File: src/rtl/bpm_pkg.sv
// Shared constants and types of the bijective pattern matcher.
`timescale 1ns / 1ps
package bpm_pkg;

    localparam int MAX_PATTERN_LEN = 16;
    localparam int LANE_W          = $clog2(MAX_PATTERN_LEN);
    localparam int POS_W           = 5;
    localparam int CFG_DATA_W      = 64;
    localparam int CFG_IDX_W       = 2;
    localparam int QUEUE_DEPTH     = 4;
    localparam int QUEUE_PTR_W     = $clog2(QUEUE_DEPTH);
    localparam int QUEUE_CNT_W     = $clog2(QUEUE_DEPTH + 1);

    localparam logic [POS_W-1:0] POS_MAX = {POS_W{1'b1}};

    typedef enum logic [CFG_IDX_W-1:0] {
        CFG_PATTERN_LOW  = 2'd0,
        CFG_PATTERN_HIGH = 2'd1,
        CFG_PATTERN_LEN  = 2'd2
    } t_cfg_idx;

    // One classified byte of a word passed from the front to the back.
    typedef struct packed {
        logic [7:0] pattern_byte;
        logic [7:0] word_byte;
        logic       in_range;
        logic       word_end;
        logic       length_ok;
    } t_cmd;

    typedef struct packed {
        logic full;
        logic empty;
    } t_queue_status;

endpackage

File: src/rtl/bpm_word_if.sv
// Handshake interfaces for input words and result words.
`timescale 1ns / 1ps
interface bpm_word_if;
    logic       valid;
    logic       ready;
    logic [7:0] word_byte;
    logic       word_end;

    modport source (output valid, output word_byte, output word_end, input ready);
    modport sink   (input valid, input word_byte, input word_end, output ready);
endinterface

interface bpm_result_if;
    logic valid;
    logic ready;
    logic matched;

    modport source (output valid, output matched, input ready);
    modport sink   (input valid, input matched, output ready);
endinterface

File: src/rtl/bpm_front.sv
// Front end: configuration registers, word position and classification of each input byte.
`timescale 1ns / 1ps
module bpm_front (
    input  logic                           i_clk,
    input  logic                           i_rst_n,
    input  logic                           i_cfg_we,
    input  logic [bpm_pkg::CFG_IDX_W-1:0]  i_cfg_index,
    input  logic [bpm_pkg::CFG_DATA_W-1:0] i_cfg_wdata,
    input  logic                           i_valid,
    input  logic [7:0]                     i_word_byte,
    input  logic                           i_word_end,
    output logic                           o_ready,
    input  bpm_pkg::t_queue_status         i_queue_status,
    output logic                           o_push,
    output bpm_pkg::t_cmd                  o_cmd
);
    import bpm_pkg::*;

    logic [CFG_DATA_W-1:0]     r_pat_low;
    logic [CFG_DATA_W-1:0]     r_pat_high;
    logic [POS_W-1:0]          r_pat_len;
    logic [POS_W-1:0]          r_pos;
    logic [POS_W-1:0]          n_pos;
    logic [POS_W-1:0]          eff_len;
    logic [POS_W-1:0]          pos_inc;
    logic [2*CFG_DATA_W-1:0]   pat_all;
    logic                      accept;

    always_ff @(posedge i_clk) begin
        if (!i_rst_n) begin
            r_pat_low  <= '0;
            r_pat_high <= '0;
            r_pat_len  <= POS_W'(1);
        end else if (i_cfg_we) begin
            unique case (i_cfg_index)
                CFG_PATTERN_LOW:  r_pat_low  <= i_cfg_wdata;
                CFG_PATTERN_HIGH: r_pat_high <= i_cfg_wdata;
                CFG_PATTERN_LEN:  r_pat_len  <= i_cfg_wdata[POS_W-1:0];
                default: ;
            endcase
        end
    end

    assign eff_len = (r_pat_len > POS_W'(MAX_PATTERN_LEN)) ? POS_W'(MAX_PATTERN_LEN)
                                                            : r_pat_len;
    assign pat_all = {r_pat_high, r_pat_low};
    assign pos_inc = (r_pos == POS_MAX) ? r_pos : r_pos + POS_W'(1);
    assign accept  = i_valid && !i_queue_status.full;

    always_comb begin
        n_pos = r_pos;
        if (accept) begin
            n_pos = i_word_end ? '0 : pos_inc;
        end
    end

    always_ff @(posedge i_clk) begin
        if (!i_rst_n) begin
            r_pos <= '0;
        end else begin
            r_pos <= n_pos;
        end
    end

    assign o_ready = !i_queue_status.full;
    assign o_push  = accept;

    always_comb begin
        o_cmd.pattern_byte = pat_all[{r_pos[LANE_W-1:0], 3'b000} +: 8];
        o_cmd.word_byte    = i_word_byte;
        o_cmd.in_range     = r_pos < eff_len;
        o_cmd.word_end     = i_word_end;
        o_cmd.length_ok    = pos_inc == eff_len;
    end

endmodule

File: src/rtl/bpm_queue.sv
// Short first-in first-out queue between the front and the back.
`timescale 1ns / 1ps
module bpm_queue (
    input  logic                   i_clk,
    input  logic                   i_rst_n,
    input  logic                   i_push,
    input  bpm_pkg::t_cmd          i_cmd,
    input  logic                   i_pop,
    output bpm_pkg::t_cmd          o_cmd,
    output bpm_pkg::t_queue_status o_status
);
    import bpm_pkg::*;

    t_cmd                   r_mem [QUEUE_DEPTH];
    logic [QUEUE_PTR_W-1:0] r_wr_ptr;
    logic [QUEUE_PTR_W-1:0] r_rd_ptr;
    logic [QUEUE_CNT_W-1:0] r_count;
    logic                   do_push;
    logic                   do_pop;

    assign o_status.full  = r_count == QUEUE_CNT_W'(QUEUE_DEPTH);
    assign o_status.empty = r_count == '0;
    assign do_push        = i_push && !o_status.full;
    assign do_pop         = i_pop && !o_status.empty;
    assign o_cmd          = r_mem[r_rd_ptr];

    always_ff @(posedge i_clk) begin
        if (do_push) begin
            r_mem[r_wr_ptr] <= i_cmd;
        end
    end

    always_ff @(posedge i_clk) begin
        if (!i_rst_n) begin
            r_wr_ptr <= '0;
            r_rd_ptr <= '0;
            r_count  <= '0;
        end else begin
            if (do_push) begin
                r_wr_ptr <= r_wr_ptr + QUEUE_PTR_W'(1);
            end
            if (do_pop) begin
                r_rd_ptr <= r_rd_ptr + QUEUE_PTR_W'(1);
            end
            if (do_push && !do_pop) begin
                r_count <= r_count + QUEUE_CNT_W'(1);
            end else if (do_pop && !do_push) begin
                r_count <= r_count - QUEUE_CNT_W'(1);
            end
        end
    end

endmodule

File: src/rtl/bpm_back.sv
// Back end: history lanes of the current word, conflict check and result register.
`timescale 1ns / 1ps
module bpm_back (
    input  logic                   i_clk,
    input  logic                   i_rst_n,
    input  bpm_pkg::t_cmd          i_cmd,
    input  bpm_pkg::t_queue_status i_queue_status,
    output logic                   o_pop,
    output logic                   o_valid,
    output logic                   o_matched,
    input  logic                   i_ready
);
    import bpm_pkg::*;

    logic [7:0]        r_lane_pb [MAX_PATTERN_LEN];
    logic [7:0]        r_lane_wb [MAX_PATTERN_LEN];
    logic [POS_W-1:0]  r_fill;
    logic              r_mis;
    logic              r_out_valid;
    logic              r_out_matched;
    logic              conflict;
    logic              mis_now;
    logic              out_free;

    // With no mismatch so far every stored pair agrees with both maps, so a new
    // pair breaks a map exactly when it conflicts with some earlier lane.
    always_comb begin
        conflict = 1'b0;
        for (int j = 0; j < MAX_PATTERN_LEN; j++) begin
            if (POS_W'(j) < r_fill) begin
                if ((r_lane_pb[j] == i_cmd.pattern_byte) != (r_lane_wb[j] == i_cmd.word_byte)) begin
                    conflict = 1'b1;
                end
            end
        end
    end

    assign mis_now  = r_mis || !i_cmd.in_range || conflict;
    assign out_free = !r_out_valid || i_ready;
    assign o_pop    = !i_queue_status.empty && (!i_cmd.word_end || out_free);

    always_ff @(posedge i_clk) begin
        if (o_pop && i_cmd.in_range) begin
            r_lane_pb[r_fill[LANE_W-1:0]] <= i_cmd.pattern_byte;
            r_lane_wb[r_fill[LANE_W-1:0]] <= i_cmd.word_byte;
        end
    end

    always_ff @(posedge i_clk) begin
        if (!i_rst_n) begin
            r_fill <= '0;
            r_mis  <= 1'b0;
        end else if (o_pop) begin
            if (i_cmd.word_end) begin
                r_fill <= '0;
                r_mis  <= 1'b0;
            end else begin
                r_mis <= mis_now;
                if (i_cmd.in_range) begin
                    r_fill <= r_fill + POS_W'(1);
                end
            end
        end
    end

    always_ff @(posedge i_clk) begin
        if (!i_rst_n) begin
            r_out_valid <= 1'b0;
        end else if (o_pop && i_cmd.word_end) begin
            r_out_valid <= 1'b1;
        end else if (i_ready) begin
            r_out_valid <= 1'b0;
        end
    end

    always_ff @(posedge i_clk) begin
        if (o_pop && i_cmd.word_end) begin
            r_out_matched <= !mis_now && i_cmd.length_ok;
        end
    end

    assign o_valid   = r_out_valid;
    assign o_matched = r_out_matched;

endmodule

File: src/rtl/bijective_pattern_matcher_unit.sv
// Top level of the bijective pattern matcher.
//
//  channel   direction  payload                 handshake
//  i_word    in         word_byte, word_end     valid/ready
//  o_result  out        matched                 valid/ready
//  cfg       in         i_cfg_index, wdata      i_cfg_we, no stall
//
// One byte is taken per cycle unless the queue is full; the back end checks it
// against up to 16 history lanes, so the sustained rate is one byte per cycle
// while the output is not stalled. With the queue empty and the output free,
// a word's closing byte passes through the queue and then the result register.
// A four-entry queue between front and back absorbs output stalls; input
// ready drops only when that queue is full. Reset is synchronous and clears
// the position, the queue and the result register; no clearing pass is needed.
`timescale 1ns / 1ps
module bijective_pattern_matcher_unit (
    input  logic                           i_clk,
    input  logic                           i_rst_n,
    input  logic                           i_cfg_we,
    input  logic [bpm_pkg::CFG_IDX_W-1:0]  i_cfg_index,
    input  logic [bpm_pkg::CFG_DATA_W-1:0] i_cfg_wdata,
    bpm_word_if.sink                       i_word,
    bpm_result_if.source                   o_result
);
    import bpm_pkg::*;

    t_cmd          push_cmd;
    t_cmd          head_cmd;
    t_queue_status queue_status;
    logic          push;
    logic          pop;

    bpm_front u_front (
        .i_clk          (i_clk),
        .i_rst_n        (i_rst_n),
        .i_cfg_we       (i_cfg_we),
        .i_cfg_index    (i_cfg_index),
        .i_cfg_wdata    (i_cfg_wdata),
        .i_valid        (i_word.valid),
        .i_word_byte    (i_word.word_byte),
        .i_word_end     (i_word.word_end),
        .o_ready        (i_word.ready),
        .i_queue_status (queue_status),
        .o_push         (push),
        .o_cmd          (push_cmd)
    );

    bpm_queue u_queue (
        .i_clk    (i_clk),
        .i_rst_n  (i_rst_n),
        .i_push   (push),
        .i_cmd    (push_cmd),
        .i_pop    (pop),
        .o_cmd    (head_cmd),
        .o_status (queue_status)
    );

    bpm_back u_back (
        .i_clk          (i_clk),
        .i_rst_n        (i_rst_n),
        .i_cmd          (head_cmd),
        .i_queue_status (queue_status),
        .o_pop          (pop),
        .o_valid        (o_result.valid),
        .o_matched      (o_result.matched),
        .i_ready        (o_result.ready)
    );

endmodule

File: src/flat_wrapper.sv
// flat-port wrapper written by rule: the top's interface ports become plain ports
module bijective_pattern_matcher_unit_flat import bpm_pkg::*;
  (i_clk, i_rst_n, i_cfg_we, i_cfg_index, i_cfg_wdata, i_word_valid, i_word_word_byte, i_word_word_end, i_word_ready, o_result_valid, o_result_matched, o_result_ready);
  bpm_word_if i_word_i ();
  bpm_result_if o_result_i ();
  input  logic i_clk;
  input  logic i_rst_n;
  input  logic i_cfg_we;
  input  logic [bpm_pkg::CFG_IDX_W-1:0] i_cfg_index;
  input  logic [bpm_pkg::CFG_DATA_W-1:0] i_cfg_wdata;
  input wire logic [$bits(i_word_i.valid)-1:0] i_word_valid;
  input wire logic [$bits(i_word_i.word_byte)-1:0] i_word_word_byte;
  input wire logic [$bits(i_word_i.word_end)-1:0] i_word_word_end;
  output wire logic [$bits(i_word_i.ready)-1:0] i_word_ready;
  output wire logic [$bits(o_result_i.valid)-1:0] o_result_valid;
  output wire logic [$bits(o_result_i.matched)-1:0] o_result_matched;
  input wire logic [$bits(o_result_i.ready)-1:0] o_result_ready;
  assign i_word_i.valid = i_word_valid;
  assign i_word_i.word_byte = i_word_word_byte;
  assign i_word_i.word_end = i_word_word_end;
  assign i_word_ready = i_word_i.ready;
  assign o_result_valid = o_result_i.valid;
  assign o_result_matched = o_result_i.matched;
  assign o_result_i.ready = o_result_ready;
  bijective_pattern_matcher_unit u_core (.i_clk(i_clk), .i_rst_n(i_rst_n), .i_cfg_we(i_cfg_we), .i_cfg_index(i_cfg_index), .i_cfg_wdata(i_cfg_wdata), .i_word(i_word_i), .o_result(o_result_i));
endmodule
File: config.mk
export PLATFORM = sky130hd
export DESIGN_NAME = bijective_pattern_matcher_unit_flat
export DESIGN_NICKNAME = d
export VERILOG_FILES = /design/src/rtl/bpm_pkg.sv /design/src/rtl/bpm_word_if.sv /design/src/rtl/bpm_front.sv /design/src/rtl/bpm_queue.sv /design/src/rtl/bpm_back.sv /design/src/rtl/bijective_pattern_matcher_unit.sv /design/src/flat_wrapper.sv
export SDC_FILE = /design/constraint.sdc
export NUM_CORES = 1
export LEC_CHECK = 0
export ABC_CLOCK_PERIOD_IN_PS = 4300
export BUFFER_PORTS_ARGS = -buffer_cell sky130_fd_sc_hd__buf_2
export CAP_MARGIN = 0
export CORE_MARGIN = 5
export CORE_UTILIZATION = 60
export CTS_BUF_LIST = sky130_fd_sc_hd__clkbuf_16
export CTS_CLUSTER_SIZE = 16
export DETAILED_ROUTE_END_ITERATION = 8
export GPL_TIMING_DRIVEN = 0
export HOLD_SLACK_MARGIN = 0.1
export PLACE_DENSITY = 0.86
export SKIP_LAST_GASP = 1
export SYNTH_ARGS = -nofsm -noshare
export SYNTH_HDL_FRONTEND = slang
export SYNTH_SLANG_ARGS = --single-unit
File: constraint.sdc
create_clock -name i_clk -period 4.3 [get_ports i_clk]
set_input_delay 0.645 -clock i_clk [delete_from_list [all_inputs] [get_ports i_clk]]
set_output_delay 0.645 -clock i_clk [all_outputs]
set_load 0.005 [all_outputs]
[After elaboration in Yosys (flattened, before gate mapping)]
Memory sizes are Yosys's and may differ from the RTL's. A register that Yosys moved wholly into a read port is not among the register bits.
Cells that the tools add are included.
Widths: inputs -> output; s select.
Operators by class
  shift-type cells: 1
  multipliers: 0
  $lt $le $gt $ge: 18
  eq/ne operators: 53
  divide/modulo/power cells: 0
  bitwise operators: 0
  add/sub/neg operators: 6
  mux-type cells: 48
  reduce and logical (&&, ||, !) cells: 30
Operator list (number)
  $eq 8x8->1: 32
  $shiftx 128x8->8: 1
  $lt 4x5->1 const A: 8
  $mux 1: 39
  $mux 5: 5
  $lt 3x5->1 const A: 4
  $ne 1x1->1: 16
  $add 5x1->5 const B: 2
  $lt 1x5->1 const A: 2
  $lt 2x5->1 const A: 2
  $logic_and 1x1->1: 9
  $logic_not 1->1: 8
  $reduce_and 2->1: 4
  $mux 3: 2
  $reduce_bool 2->1: 3
  $eq 5x5->1: 1
  $eq 5x5->1 const B: 1
  $gt 5x5->1 const B: 1
  $lt 5x5->1: 1
  $add 2x1->2 const B: 2
  $logic_or 1x1->1: 4
  $mux 2: 2
  $add 3x1->3 const B: 1
  $eq 3x3->1 const B: 1
  other kinds (5): 5
Storage, ports and cells
  latch bits: 0
  register bits after elaboration: 153
  input port bits: 80
  memories kept: 3
  bits in writable memories: 332
  memory bits (read-only): 0
Memories
  u_core.u_back.r_lane_pb: words 16, bits a word 8, rd ports 16, clocked after Yosys merged registers in 0, write ports 1, line bpm_back.sv:15  | logic [7:0] r_lane_pb [MAX_PATTERN_LEN];
  u_core.u_back.r_lane_wb: words 16, bits a word 8, rd ports 16, clocked after Yosys merged registers in 0, write ports 1, line bpm_back.sv:16  | logic [7:0] r_lane_wb [MAX_PATTERN_LEN];
  u_core.u_queue.r_mem: words 4, bits a word 19, rd ports 1, clocked after Yosys merged registers in 1, write ports 1, line bpm_queue.sv:14  | t_cmd r_mem [QUEUE_DEPTH];

[Longest topological paths before layout]
Gate-level depths: netlist of run 1.
  word-level depth: 37
  gate-level depth with buffers: 12
  mapped depth without buffers: 10

[By module]
Synthesis of run 1 repeated with hierarchy kept, for this count alone.
Second synthesis, totals
  cells, all modules: 1621
  area, all modules: 21284.2 sq um
By module, submodules not included
  bpm_back: sequential area each 7857.5 sq um, cells each 754, area each 11518.5 sq um, times used 1
  bpm_front: sequential area each 2762.6 sq um, cells each 720, area each 6513.7 sq um, times used 1
  bpm_queue: sequential area each 2462.4 sq um, cells each 147, area each 3251.9 sq um, times used 1

[Worst setup path before layout of run 1]
Ideal clock, no wire load.
  path type: reg2reg
  from: register (tool-made name)
  to: memory u_core.u_back.r_lane_pb[3][0], enable pin
  arrival: 3.014 ns
  stages on the path, launching flop included: 8
  period minus slack after synthesis: 3.423 ns
  buffers on the path: 2
  setup slack: 0.877 ns
  setup time: 0.409 ns
  cell sequence: dfxtp_1 buf_6 buf_12 mux4_2 a31oi_1 and2_1 nand2_1 nor3_1
RTL lines (line)
  end, declared: bpm_back.sv:15

==> summary.txt, run 1 <==
layout cells sized above 1 - 15.4%
post-synth top area cell - edfxtp_1
Root Driver - clkbuf_16
Net Sw Power - 4.07 mW
fin crit period - 3.87 ns
Slew @ Worst Pin - 1.34 ns
Buffers on Ports - 81
CP delay by family, top - simple AND/OR/NAND/NOR gates
met3 routed wirelength - 3120 um
setup violators final - 0
CTS tree - done
DIE HEIGHT - 197 um
postcts setup bufs - 0
startpoint types - flop
clock slew seen by the registers of the worst setup and hold paths - 0.07 ns
pwr/cell area - 562 nW/um^2
# DRC - 0
commonest non-fill, non-tap cells in the layout - 333 x edfxtp_1, 283 x nand2_1, 251 x xnor2_1
post-DP HPWL - 30300 um
worst path bufs/invs - 2
Synth Flop Type - edfxtp_1
Nets - 1817
CP arrival - 4.03 ns
Syn Area/Cell - 13.2 sq um
GP Congestion - 0.908
most common cell after layout, fill and taps aside - edfxtp_1
FILL cells - 2290
clk sinks - 487
crit-path cells - buf_2 > buf_2 > mux4_2 > a31oi_1 > and2_1 > nand2_1 > nor2_1
worst skew pair latency - 0.57 ns
Routed WL per cell - 20.4 um
largest net degree at the start of global routing - 26
Worst Skew - 0.0416 ns
Post-Route WL - 45100 um
Final Hold Vio Count - 0
diode count - 0
worst vdd ir - 0.000550 V
uppermost layer routed - met4
part of the cycle the worst path needs - 89.9%
critical path type - reg -> reg
Clock power frac - 29.3%
static leakage power - 7.59 nW
GR Overflow Total - 0
sequential fraction of the synthesis area - 62.2%
register bit count reported by yosys - 487
Cells after DPL - 2128
Mapped Area - 21000 sq um
Post-Layout Cell Count - 2215
Yosys warnings - 0
slowest stage delay, CP - 1.04 ns
Slew headroom - 10.6%
crit-path max FO - 16
HP Class - in -> reg
DRT Pass-1 Iters - 5
Mapped Cells - 1588
total CTS buffers - 47
Sw Share - 30.8%
internal power contribution - 9.16 mW
post-synth top area share - 47.6%
ys async rst share - 0%
Area contributors post-synth - edfxtp_1 48%, dfxtp_1 15%, xnor2_1 10%
status - complete, no violations
Post-Route Setup TNS - 0 ns
Critical-path top delay cell - nor2_1
CP Capture Type - flop
DIE AREA - 38900 sq um
WL met2 - 22600 um
H-tree depth - 2
drt initial violations - 1001
CP required - 4.47 ns
DR vias - 12800
effective utilization at floorplan - 60.9%
WHS - 0.308 ns
storage element area - 13100 sq um
first-pass GRT wire length - 70400 um
Comb power frac - 27.0%
# hold bufs at CTS - 0
core box area - 34500 sq um
number of library cell types mapped by synthesis - 51
f_max - 0.259 GHz
sequential power share - 43.7%
RSZ-0062 raised after global routing - false
initial antenna violation count - 0
FP Rows - 68
CTS Buffer Depth - 3
All-Layer GR Usage - 23.1%
Net Count, Synth - 1683
setup slack on the worst flop-to-flop path - 0.43 ns
vias in the first global route - 13000
Chip Width - 197 um
vias per cell - 5.76
wl on met1 - 17900 um
Max Transition Viols Final - 0
area of the multi-input gates - 7480 sq um
Area Overhead vs Synth - 12.0%
number of flops mapped to enable cells by yosys - 333
Resize count post-CTS - 0
most used cell, CP - buf_2
Routed Antenna Nets - 0
io pins - 83
Max-cap violations - 0
[Yosys cell counts, drive strengths merged, types with 2 or more instances]
cell type    n
a2111o       2
a211oi       3
a21boi     132
a21oi       10
a31oi        3
and2         7
and3         4
buf         44
clkbuf      53
dfxtp      154
edfxtp     333
ha          14
inv         11
mux2i        7
mux4        59
nand2      283
nand2b       6
nand3        4
nand3b       4
nand4       59
nor2        49
nor2b       10
nor3         9
nor3b        3
nor4         6
o2111ai      2
o211a        4
o211ai       2
o21ai       11
o22ai        3
o32ai        3
or3          5
xnor2      251
xor2        29
[power by group through the flow]
| stage | Clock, mW | Combinational (mW) | Sequential (mW) |
|---|---|---|---|
| after floorplan | 0 | 2.60 | 5.84 |
| after global placement | 0 | 3.39 | 5.87 |
| after detailed placement | 0 | 3.57 | 5.89 |
| after CTS | 3.91 | 3.61 | 5.79 |
| after global routing | 4.11 | 3.88 | 5.81 |
| final | 3.88 | 3.57 | 5.79 |
[per-layer routing]
metal	GRT usage [%]	vias to the layer above
met5	0	-
met4	7.70	0
met3	3.53	111
met2	39.9	513
met1	30.2	6226
li1	-	5906
[logic make-up (layout without fill, tap and decap cells)]
kind of cell	Yosys count	in the layout	share of synthesized area [%]
and+or+nand+nor	452	452	9.72
adders and majority gates	15	15	0.928
DFF	487	487	62.2
buffers and inverters	109	281	2.41
muxes	66	66	6.74
AOI/OAI and AO/OA	179	179	6.24
xor gates and xnor gates	280	280	11.7
[per-stage QoR]
stage	total power [mW]	util, %	worst slack [ns]	area (sq um)
5_1_grt	13.8	68.2	0.286	23600
2_1_floorplan	8.45	-	0.877	21000
6_report	13.2	68.2	0.435	23600
3_5_place_dp	9.46	63.9	0.313	22100
4_1_cts	13.3	68.1	0.259	23500
3_3_place_gp	9.26	63.7	-0.0171	22000
[registers in the layout (all words and copies together) (netlist names), 5 cells and up, named ones only]
signal	flops
u_core.u_queue.r_mem	76
u_core.u_front.r_pat_low	64
u_core.u_front.r_pat_len	5
u_core.u_back.r_lane_pb	128
u_core.u_back.r_lane_wb	128
u_core.u_front.r_pat_high	64
u_core.u_back.r_fill	5
u_core.u_front.r_pos	5
[path summary, 6_finish.rpt]
kind,startpoint,end,cells past startpoint
setup / recovery,flop,u_core.u_back.r_lane_wb[5][2],7
hold / removal,i_word_word_byte[1],u_core.u_queue.r_mem[0][4],1
hold reg to reg,u_core.u_front.r_pat_low[44],u_core.u_front.r_pat_low[44],2
setup reg to reg,flop,u_core.u_back.r_lane_wb[5][2],7
[area by class of cell]
cell class | instances | area share (%)
sequential | 487 | 55.6
multi-input combinational | 992 | 31.8
clock buffer | 48 | 5.10
tap | 455 | 2.42
buffer | 97 | 1.96
timing repair buffer | 85 | 1.91
clock inverter | 39 | 1.11
inverter | 12 | 0.191
(Power assumes the default switching activity.)
==> run 2: changes to the inputs <==
- GPL_TIMING_DRIVEN: 0 -> 1
==> summary.txt, run 2 (synthesized netlist as in run 1, its figures left out) <==
status - complete, no violations (unchanged)
H-tree depth - 2 (unchanged)
RSZ-0062 raised after global routing - false (unchanged)
Chip Width - 197 um (unchanged)
postcts setup bufs - 0 (unchanged)
Post-Route WL - 45300 um (was 45100 um)
GP Congestion - 0.873 (was 0.908)
crit-path max FO - 18 (was 16)
Slew @ Worst Pin - 1.19 ns (was 1.34 ns)
reg2reg end - u_core.u_back.o_matched (was u_core.u_back.r_lane_wb[5][2])
DRT Pass-1 Iters - 5 (unchanged)
worst skew pair latency - 0.56 ns (was 0.57 ns)
static leakage power - 7.60 nW (was 7.59 nW)
Max Transition Viols Final - 0 (unchanged)
effective utilization at floorplan - 60.9% (unchanged)
f_max - 0.273 GHz (was 0.259 GHz)
Root Driver - clkbuf_16 (unchanged)
CP Capture Type - flop (unchanged)
DIE AREA - 38900 sq um (unchanged)
part of the cycle the worst path needs - 85.3% (was 89.9%)
worst vdd ir - 0.000382 V (was 0.000550 V)
Sw Share - 30.3% (was 30.8%)
total CTS buffers - 48 (was 47)
critical path type - reg -> reg (unchanged)
first-pass GRT wire length - 71900 um (was 70400 um)
GR Overflow Total - 0 (unchanged)
core box area - 34500 sq um (unchanged)
Clock power frac - 29.9% (was 29.3%)
vias per cell - 5.84 (was 5.76)
CTS tree - done (unchanged)
Comb power frac - 26.3% (was 27.0%)
Routed WL per cell - 20.9 um (was 20.4 um)
fin crit period - 3.67 ns (was 3.87 ns)
Net Sw Power - 4.03 mW (was 4.07 mW)
Nets - 1763 (was 1817)
internal power contribution - 9.29 mW (was 9.16 mW)
HP Class - in -> reg (unchanged)
fin util - 67.8% (was 68.2%)
Resize count post-CTS - 0 (unchanged)
FP Rows - 68 (unchanged)
startpoint types - flop (unchanged)
DIE HEIGHT - 197 um (unchanged)
Routed Antenna Nets - 0 (unchanged)
vias in the first global route - 13000 (about the same)
drt initial violations - 1136 (was 1001)
# DRC - 0 (unchanged)
CTS Buffer Depth - 3 (unchanged)
pwr/cell area - 569 nW/um^2 (was 562 nW/um^2)
Buffers on Ports - 82 (was 81)
Power, Total - 13.3 mW (was 13.2 mW)
setup slack on the worst flop-to-flop path - 0.63 ns (was 0.43 ns)
CP required - 4.69 ns (was 4.47 ns)
post-DP HPWL - 28300 um (was 30300 um)
largest net degree at the start of global routing - 152 (was 26)
setup violators final - 0 (unchanged)
Max-cap violations - 0 (unchanged)
Post-Route Setup TNS - 0 ns (unchanged)
layout cells sized above 1 - 15.3% (was 15.4%)
All-Layer GR Usage - 23.4% (was 23.1%)
# hold bufs at CTS - 0 (unchanged)
sequential power share - 43.8% (was 43.7%)
most common cell after layout, fill and taps aside - edfxtp_1 (unchanged)
Final Hold Vio Count - 0 (unchanged)
Worst Reg-to-Reg Cells - 8 (was 7)
DR vias - 12600 (was 12800)
clk sinks - 487 (unchanged)
Worst setup endpoint - u_core.u_back.o_matched (was u_core.u_back.r_lane_wb[5][2])
commonest non-fill, non-tap cells in the layout - 333 x edfxtp_1, 283 x nand2_1, 251 x xnor2_1 (unchanged)
CP arrival - 4.05 ns (was 4.03 ns)
Worst Skew - 0.0262 ns (was 0.0416 ns)
Slew headroom - 20.7% (was 10.6%)
Area Overhead vs Synth - 11.4% (was 12.0%)
io pins - 83 (unchanged)
clock slew seen by the registers of the worst setup and hold paths - 0.06 ns (was 0.07 ns)
initial antenna violation count - 8 (was 0)
-- run 2: changes by cell type in the layout (fill, tap and decap cells not counted), sizes merged --
| cell | delta |
|---|---|
| clkbuf | -51 |
| clkinvlp | -5 |
| clkinv | +5 |
| bufinv | +2 |
| inv | -3 |
| buf | -2 |
| diode | +1 |
-- run 2: power by group through the flow --
stage                     clock network [mW]  logic (mW)  registers, mW
after floorplan                            0        2.60           5.84
after global placement                     0        3.34           5.91
after detailed placement                   0        3.49           5.93
after CTS                               4.03        3.54           5.84
after global routing                    4.25        3.80           5.86
final                                   3.98        3.51           5.84
-- run 2: final cells by class --
| class | count | area, sq um |
|---|---|---|
| Antenna cell | 1 | 2.50 |
| Clock buffer | 50 | 1250 |
| Sequential cell | 487 | 13100 |
| Tap cell | 455 | 569 |
| Clock inverter | 38 | 254 |
| Inverter | 12 | 45.0 |
| Timing Repair Buffer | 127 | 751 |
| Multi-Input combinational cell | 992 | 7460 |
| Fill cell | 2319 | 11100 |
-- run 2: worst min-delay path by stage --
stage,from,end,cells after the start,slack [ns]
2_1_floorplan,u_core.u_front.r_pat_high[49],u_core.u_front.r_pat_high[49],2,0.44
3_3_place_gp,u_core.u_front.r_pat_high[37],u_core.u_front.r_pat_high[37],2,0.45
3_5_place_dp,u_core.u_front.r_pat_high[58],u_core.u_front.r_pat_high[58],2,0.46
4_1_cts,i_word_word_byte[1],u_core.u_queue.r_mem[1][4],1,0.30
5_1_grt,i_word_word_byte[1],u_core.u_queue.r_mem[1][4],1,0.31
6_report,i_word_word_byte[1],u_core.u_queue.r_mem[0][4],1,0.32
-- run 2: per-stage QoR --
step	worst slack, ns	std cells	cell area [sq um]	hold WS (ns)
floorplan	0.877	1588	21000	0.440
global placement	0.769	2073	21900	0.451
detailed placement	0.656	2073	21900	0.457
CTS	0.616	2161	23400	0.300
global route	0.402	2162	23400	0.307
finish	0.631	2162	23400	0.316
-- run 2: worst max-delay path, stage by stage (launching register included) --
cell,delay (ns)
dfxtp_1,0.92
mux4_2,0.68
xor2_1,0.25
nor4_1,0.43
a211oi_1,0.15
o21ai_0,0.22
o2111ai_1,0.15
a2111o_1,0.47
nor3b_1,0.20
-- run 2: metal layers --
| layer | share of wire, % | vias to the layer above | wire (um) | global-route usage, % |
|---|---|---|---|---|
| met4 | 2.9 | 14 | 1320 | 7.27 |
| li1 | - | 5794 | - | - |
| met3 | 6.8 | 104 | 3100 | 4.52 |
| met1 | 41 | 6259 | 18400 | 31.0 |
| met5 | 0.17 | - | 79 | 0 |
| met2 | 49 | 463 | 22300 | 39.5 |
==> run 3: changes to the inputs <==
--- a/config.mk
+++ b/config.mk
@@ -10,3 +10,2 @@
 export CAP_MARGIN = 0
-export CORE_MARGIN = 5
 export CORE_UTILIZATION = 60
@@ -17,2 +16,3 @@
 export HOLD_SLACK_MARGIN = 0.1
+export MAX_ROUTING_LAYER = met4
 export PLACE_DENSITY = 0.86
==> constraint.sdc (replaced) <==
create_clock -name i_clk -period 4.3 [get_ports i_clk]
set_input_delay 0.215 -clock i_clk [delete_from_list [all_inputs] [get_ports i_clk]]
set_output_delay 0.215 -clock i_clk [all_outputs]
set_load 0.005 [all_outputs]
==> summary.txt, run 3 (synthesized netlist as in run 1, its figures left out) <==
CP Capture Type - flop (unchanged)
fin crit period - 3.62 ns (was 3.67 ns)
Buffers on Ports - 82 (unchanged)
Critical-path top delay cell - mux4_2 (was dfxtp_1)
Post-Route WL - 47900 um (was 45300 um)
CP delay by family, top - compound AO/OA/AOI/OAI gates (unchanged)
Nets - 1837 (was 1763)
Sw Share - 30.1% (was 30.3%)
CTS tree - done (unchanged)
post-DP HPWL - 28800 um (was 28300 um)
core box area - 34500 sq um (unchanged)
part of the cycle the worst path needs - 84.1% (was 85.3%)
internal power contribution - 9.40 mW (was 9.29 mW)
CP required - 4.70 ns (was 4.69 ns)
DIE AREA - 35800 sq um (was 38900 sq um)
postcts setup bufs - 0 (unchanged)
total CTS buffers - 47 (was 48)
DIE HEIGHT - 189 um (was 197 um)
drt initial violations - 1275 (was 1136)
Worst Skew - 0.0252 ns (was 0.0262 ns)
Top Usage Layer GRT - met2 (unchanged)
Area Overhead vs Synth - 15.1% (was 11.4%)
crit-path max FO - 32 (was 18)
HP Class - in -> reg (unchanged)
worst vdd ir - 0.000393 V (was 0.000382 V)
GR Layer Usage met3 - 3.91% (was 4.52%)
layout cells sized above 1 - 15.0% (was 15.3%)
vias per cell - 5.93 (was 5.84)
Clock power frac - 30.4% (was 29.9%)
Max Transition Viols Final - 0 (unchanged)
Chip Width - 189 um (was 197 um)
static leakage power - 7.95 nW (was 7.60 nW)
startpoint types - flop (unchanged)
Comb power frac - 26.3% (about the same)
GR Overflow Total - 0 (unchanged)
CTS Buffer Depth - 3 (unchanged)
Routed WL per cell - 21.4 um (was 20.9 um)
f_max - 0.276 GHz (was 0.273 GHz)
initial antenna violation count - 1 (was 8)
Root Driver - clkbuf_16 (unchanged)
effective utilization at floorplan - 60.9% (unchanged)
vias in the first global route - 13500 (was 13000)
Max-cap violations - 0 (unchanged)
Final Hold Vio Count - 0 (unchanged)
io pins - 83 (unchanged)
All-Layer GR Usage - 28.0% (was 23.4%)
clock slew seen by the registers of the worst setup and hold paths - 0.07 ns (was 0.06 ns)
clk sinks - 487 (unchanged)
worst path bufs/invs - 1 (was 0)
FILL cells - 2146 (was 2319)
commonest non-fill, non-tap cells in the layout - 333 x edfxtp_1, 283 x nand2_1, 251 x xnor2_1 (unchanged)
critical path type - reg -> reg (unchanged)
CP arrival - 4.01 ns (was 4.05 ns)
storage element area - 13100 sq um (unchanged)
crit-path cells - buf_4 > mux4_2 > xor2_1 > nor4_2 > a211oi_1 > o32ai_1 > o2111ai_1 > a2111o_1 > nor3b_1 (was mux4_2 > xor2_1 > nor4_1 > a211oi_1 > o21ai_0 > o2111ai_1 > a2111o_1 > nor3b_1)
area of the multi-input gates - 7450 sq um (was 7460 sq um)
pwr/cell area - 556 nW/um^2 (was 569 nW/um^2)
DR vias - 13300 (was 12600)
# DRC - 0 (unchanged)
FP Rows - 68 (unchanged)
pre-CTS setup slack - 0.692 ns (was 0.656 ns)
Slew headroom - 27.4% (was 20.7%)
GP Congestion - 0.907 (was 0.873)
most common cell after layout, fill and taps aside - edfxtp_1 (unchanged)
Routed Antenna Nets - 0 (unchanged)
worst skew pair latency - 0.56 ns (about the same)
setup slack after layout - 0.682 ns (was 0.631 ns)
first-pass GRT wire length - 74600 um (was 71900 um)
Slew @ Worst Pin - 1.09 ns (was 1.19 ns)
Post-Route Setup TNS - 0 ns (unchanged)
DRT Pass-1 Iters - 5 (unchanged)
grt met2 use - 48.1% (was 39.5%)
Resize count post-CTS - 0 (unchanged)
slowest stage delay, CP - 0.93 ns (was 0.92 ns)
status - complete, no violations (unchanged)
RSZ-0062 raised after global routing - false (unchanged)
sequential power share - 43.3% (was 43.8%)
largest net degree at the start of global routing - 80 (was 152)
Net Sw Power - 4.05 mW (was 4.03 mW)
setup violators final - 0 (unchanged)
met1 Resource Use GR - 33.9% (was 31.0%)
H-tree depth - 2 (unchanged)
## run 3: cell count changes in the layout (fill, tap and decap cells not counted), moves of 2 or more
cell           change
clkinv_2           +4
mux4_2             +4
inv_1              +3
mux4_1             -4
clkbuf_16          +2
clkinv_1           -6
clkinvlp_2         -4
dlygate4sd3_1     +75
## run 3: per-stage QoR
stage	utilization, %	instances	hold WS (ns)	total power, mW	area, sq um
after CTS	70.0	2236	0.221	13.5	24200
after global routing	70.1	2237	0.269	14.0	24200
final	70.1	2237	0.227	13.5	24200
after floorplan	-	1588	0.314	8.45	21000
after global placement	63.4	2073	0.430	9.16	21900
after detailed placement	63.4	2073	0.442	9.37	21900
## run 3: worst paths after layout
check	depth (start not counted)	slack, ns	endpoint	startpoint
max	9	0.68	u_core.u_back.o_matched	flop
min	2	0.23	u_core.u_front.r_pat_high[6]	i_rst_n
max reg2reg	9	0.68	u_core.u_back.o_matched	flop
min reg2reg	2	0.46	u_core.u_front.r_pat_high[57]	u_core.u_front.r_pat_high[57]
## run 3: final cells by class
type                       count  area share [%]
tap                          455            2.35
sequential                   487            54.1
inverter                      12           0.186
antenna                        1          0.0103
timing repair buffer         202            6.20
clock buffer                  52            5.38
multi-input combinational    992            30.8
clock inverter                36            1.03
## run 3: timing repair
item / 4_1_cts / 5_1_grt
endpoints found under the hold margin: 172 / 0
endpoints found under the setup margin: 0 / 0
hold buffers: 75 / 0
## run 3: layer usage
layer  vias up  wire length [um]
li1       5940                 -
met1      6569             18800
met2       614             24400
met3       142              3120
met4         0              1620
met5         -                 0
## run 3: power by group through the flow
stage	registers (mW)	clock network [mW]	logic [mW]
2_1_floorplan	5.84	0	2.60
3_3_place_gp	5.89	0	3.27
3_5_place_dp	5.91	0	3.46
4_1_cts	5.82	4.11	3.56
5_1_grt	5.84	4.31	3.81
6_report	5.82	4.10	3.54
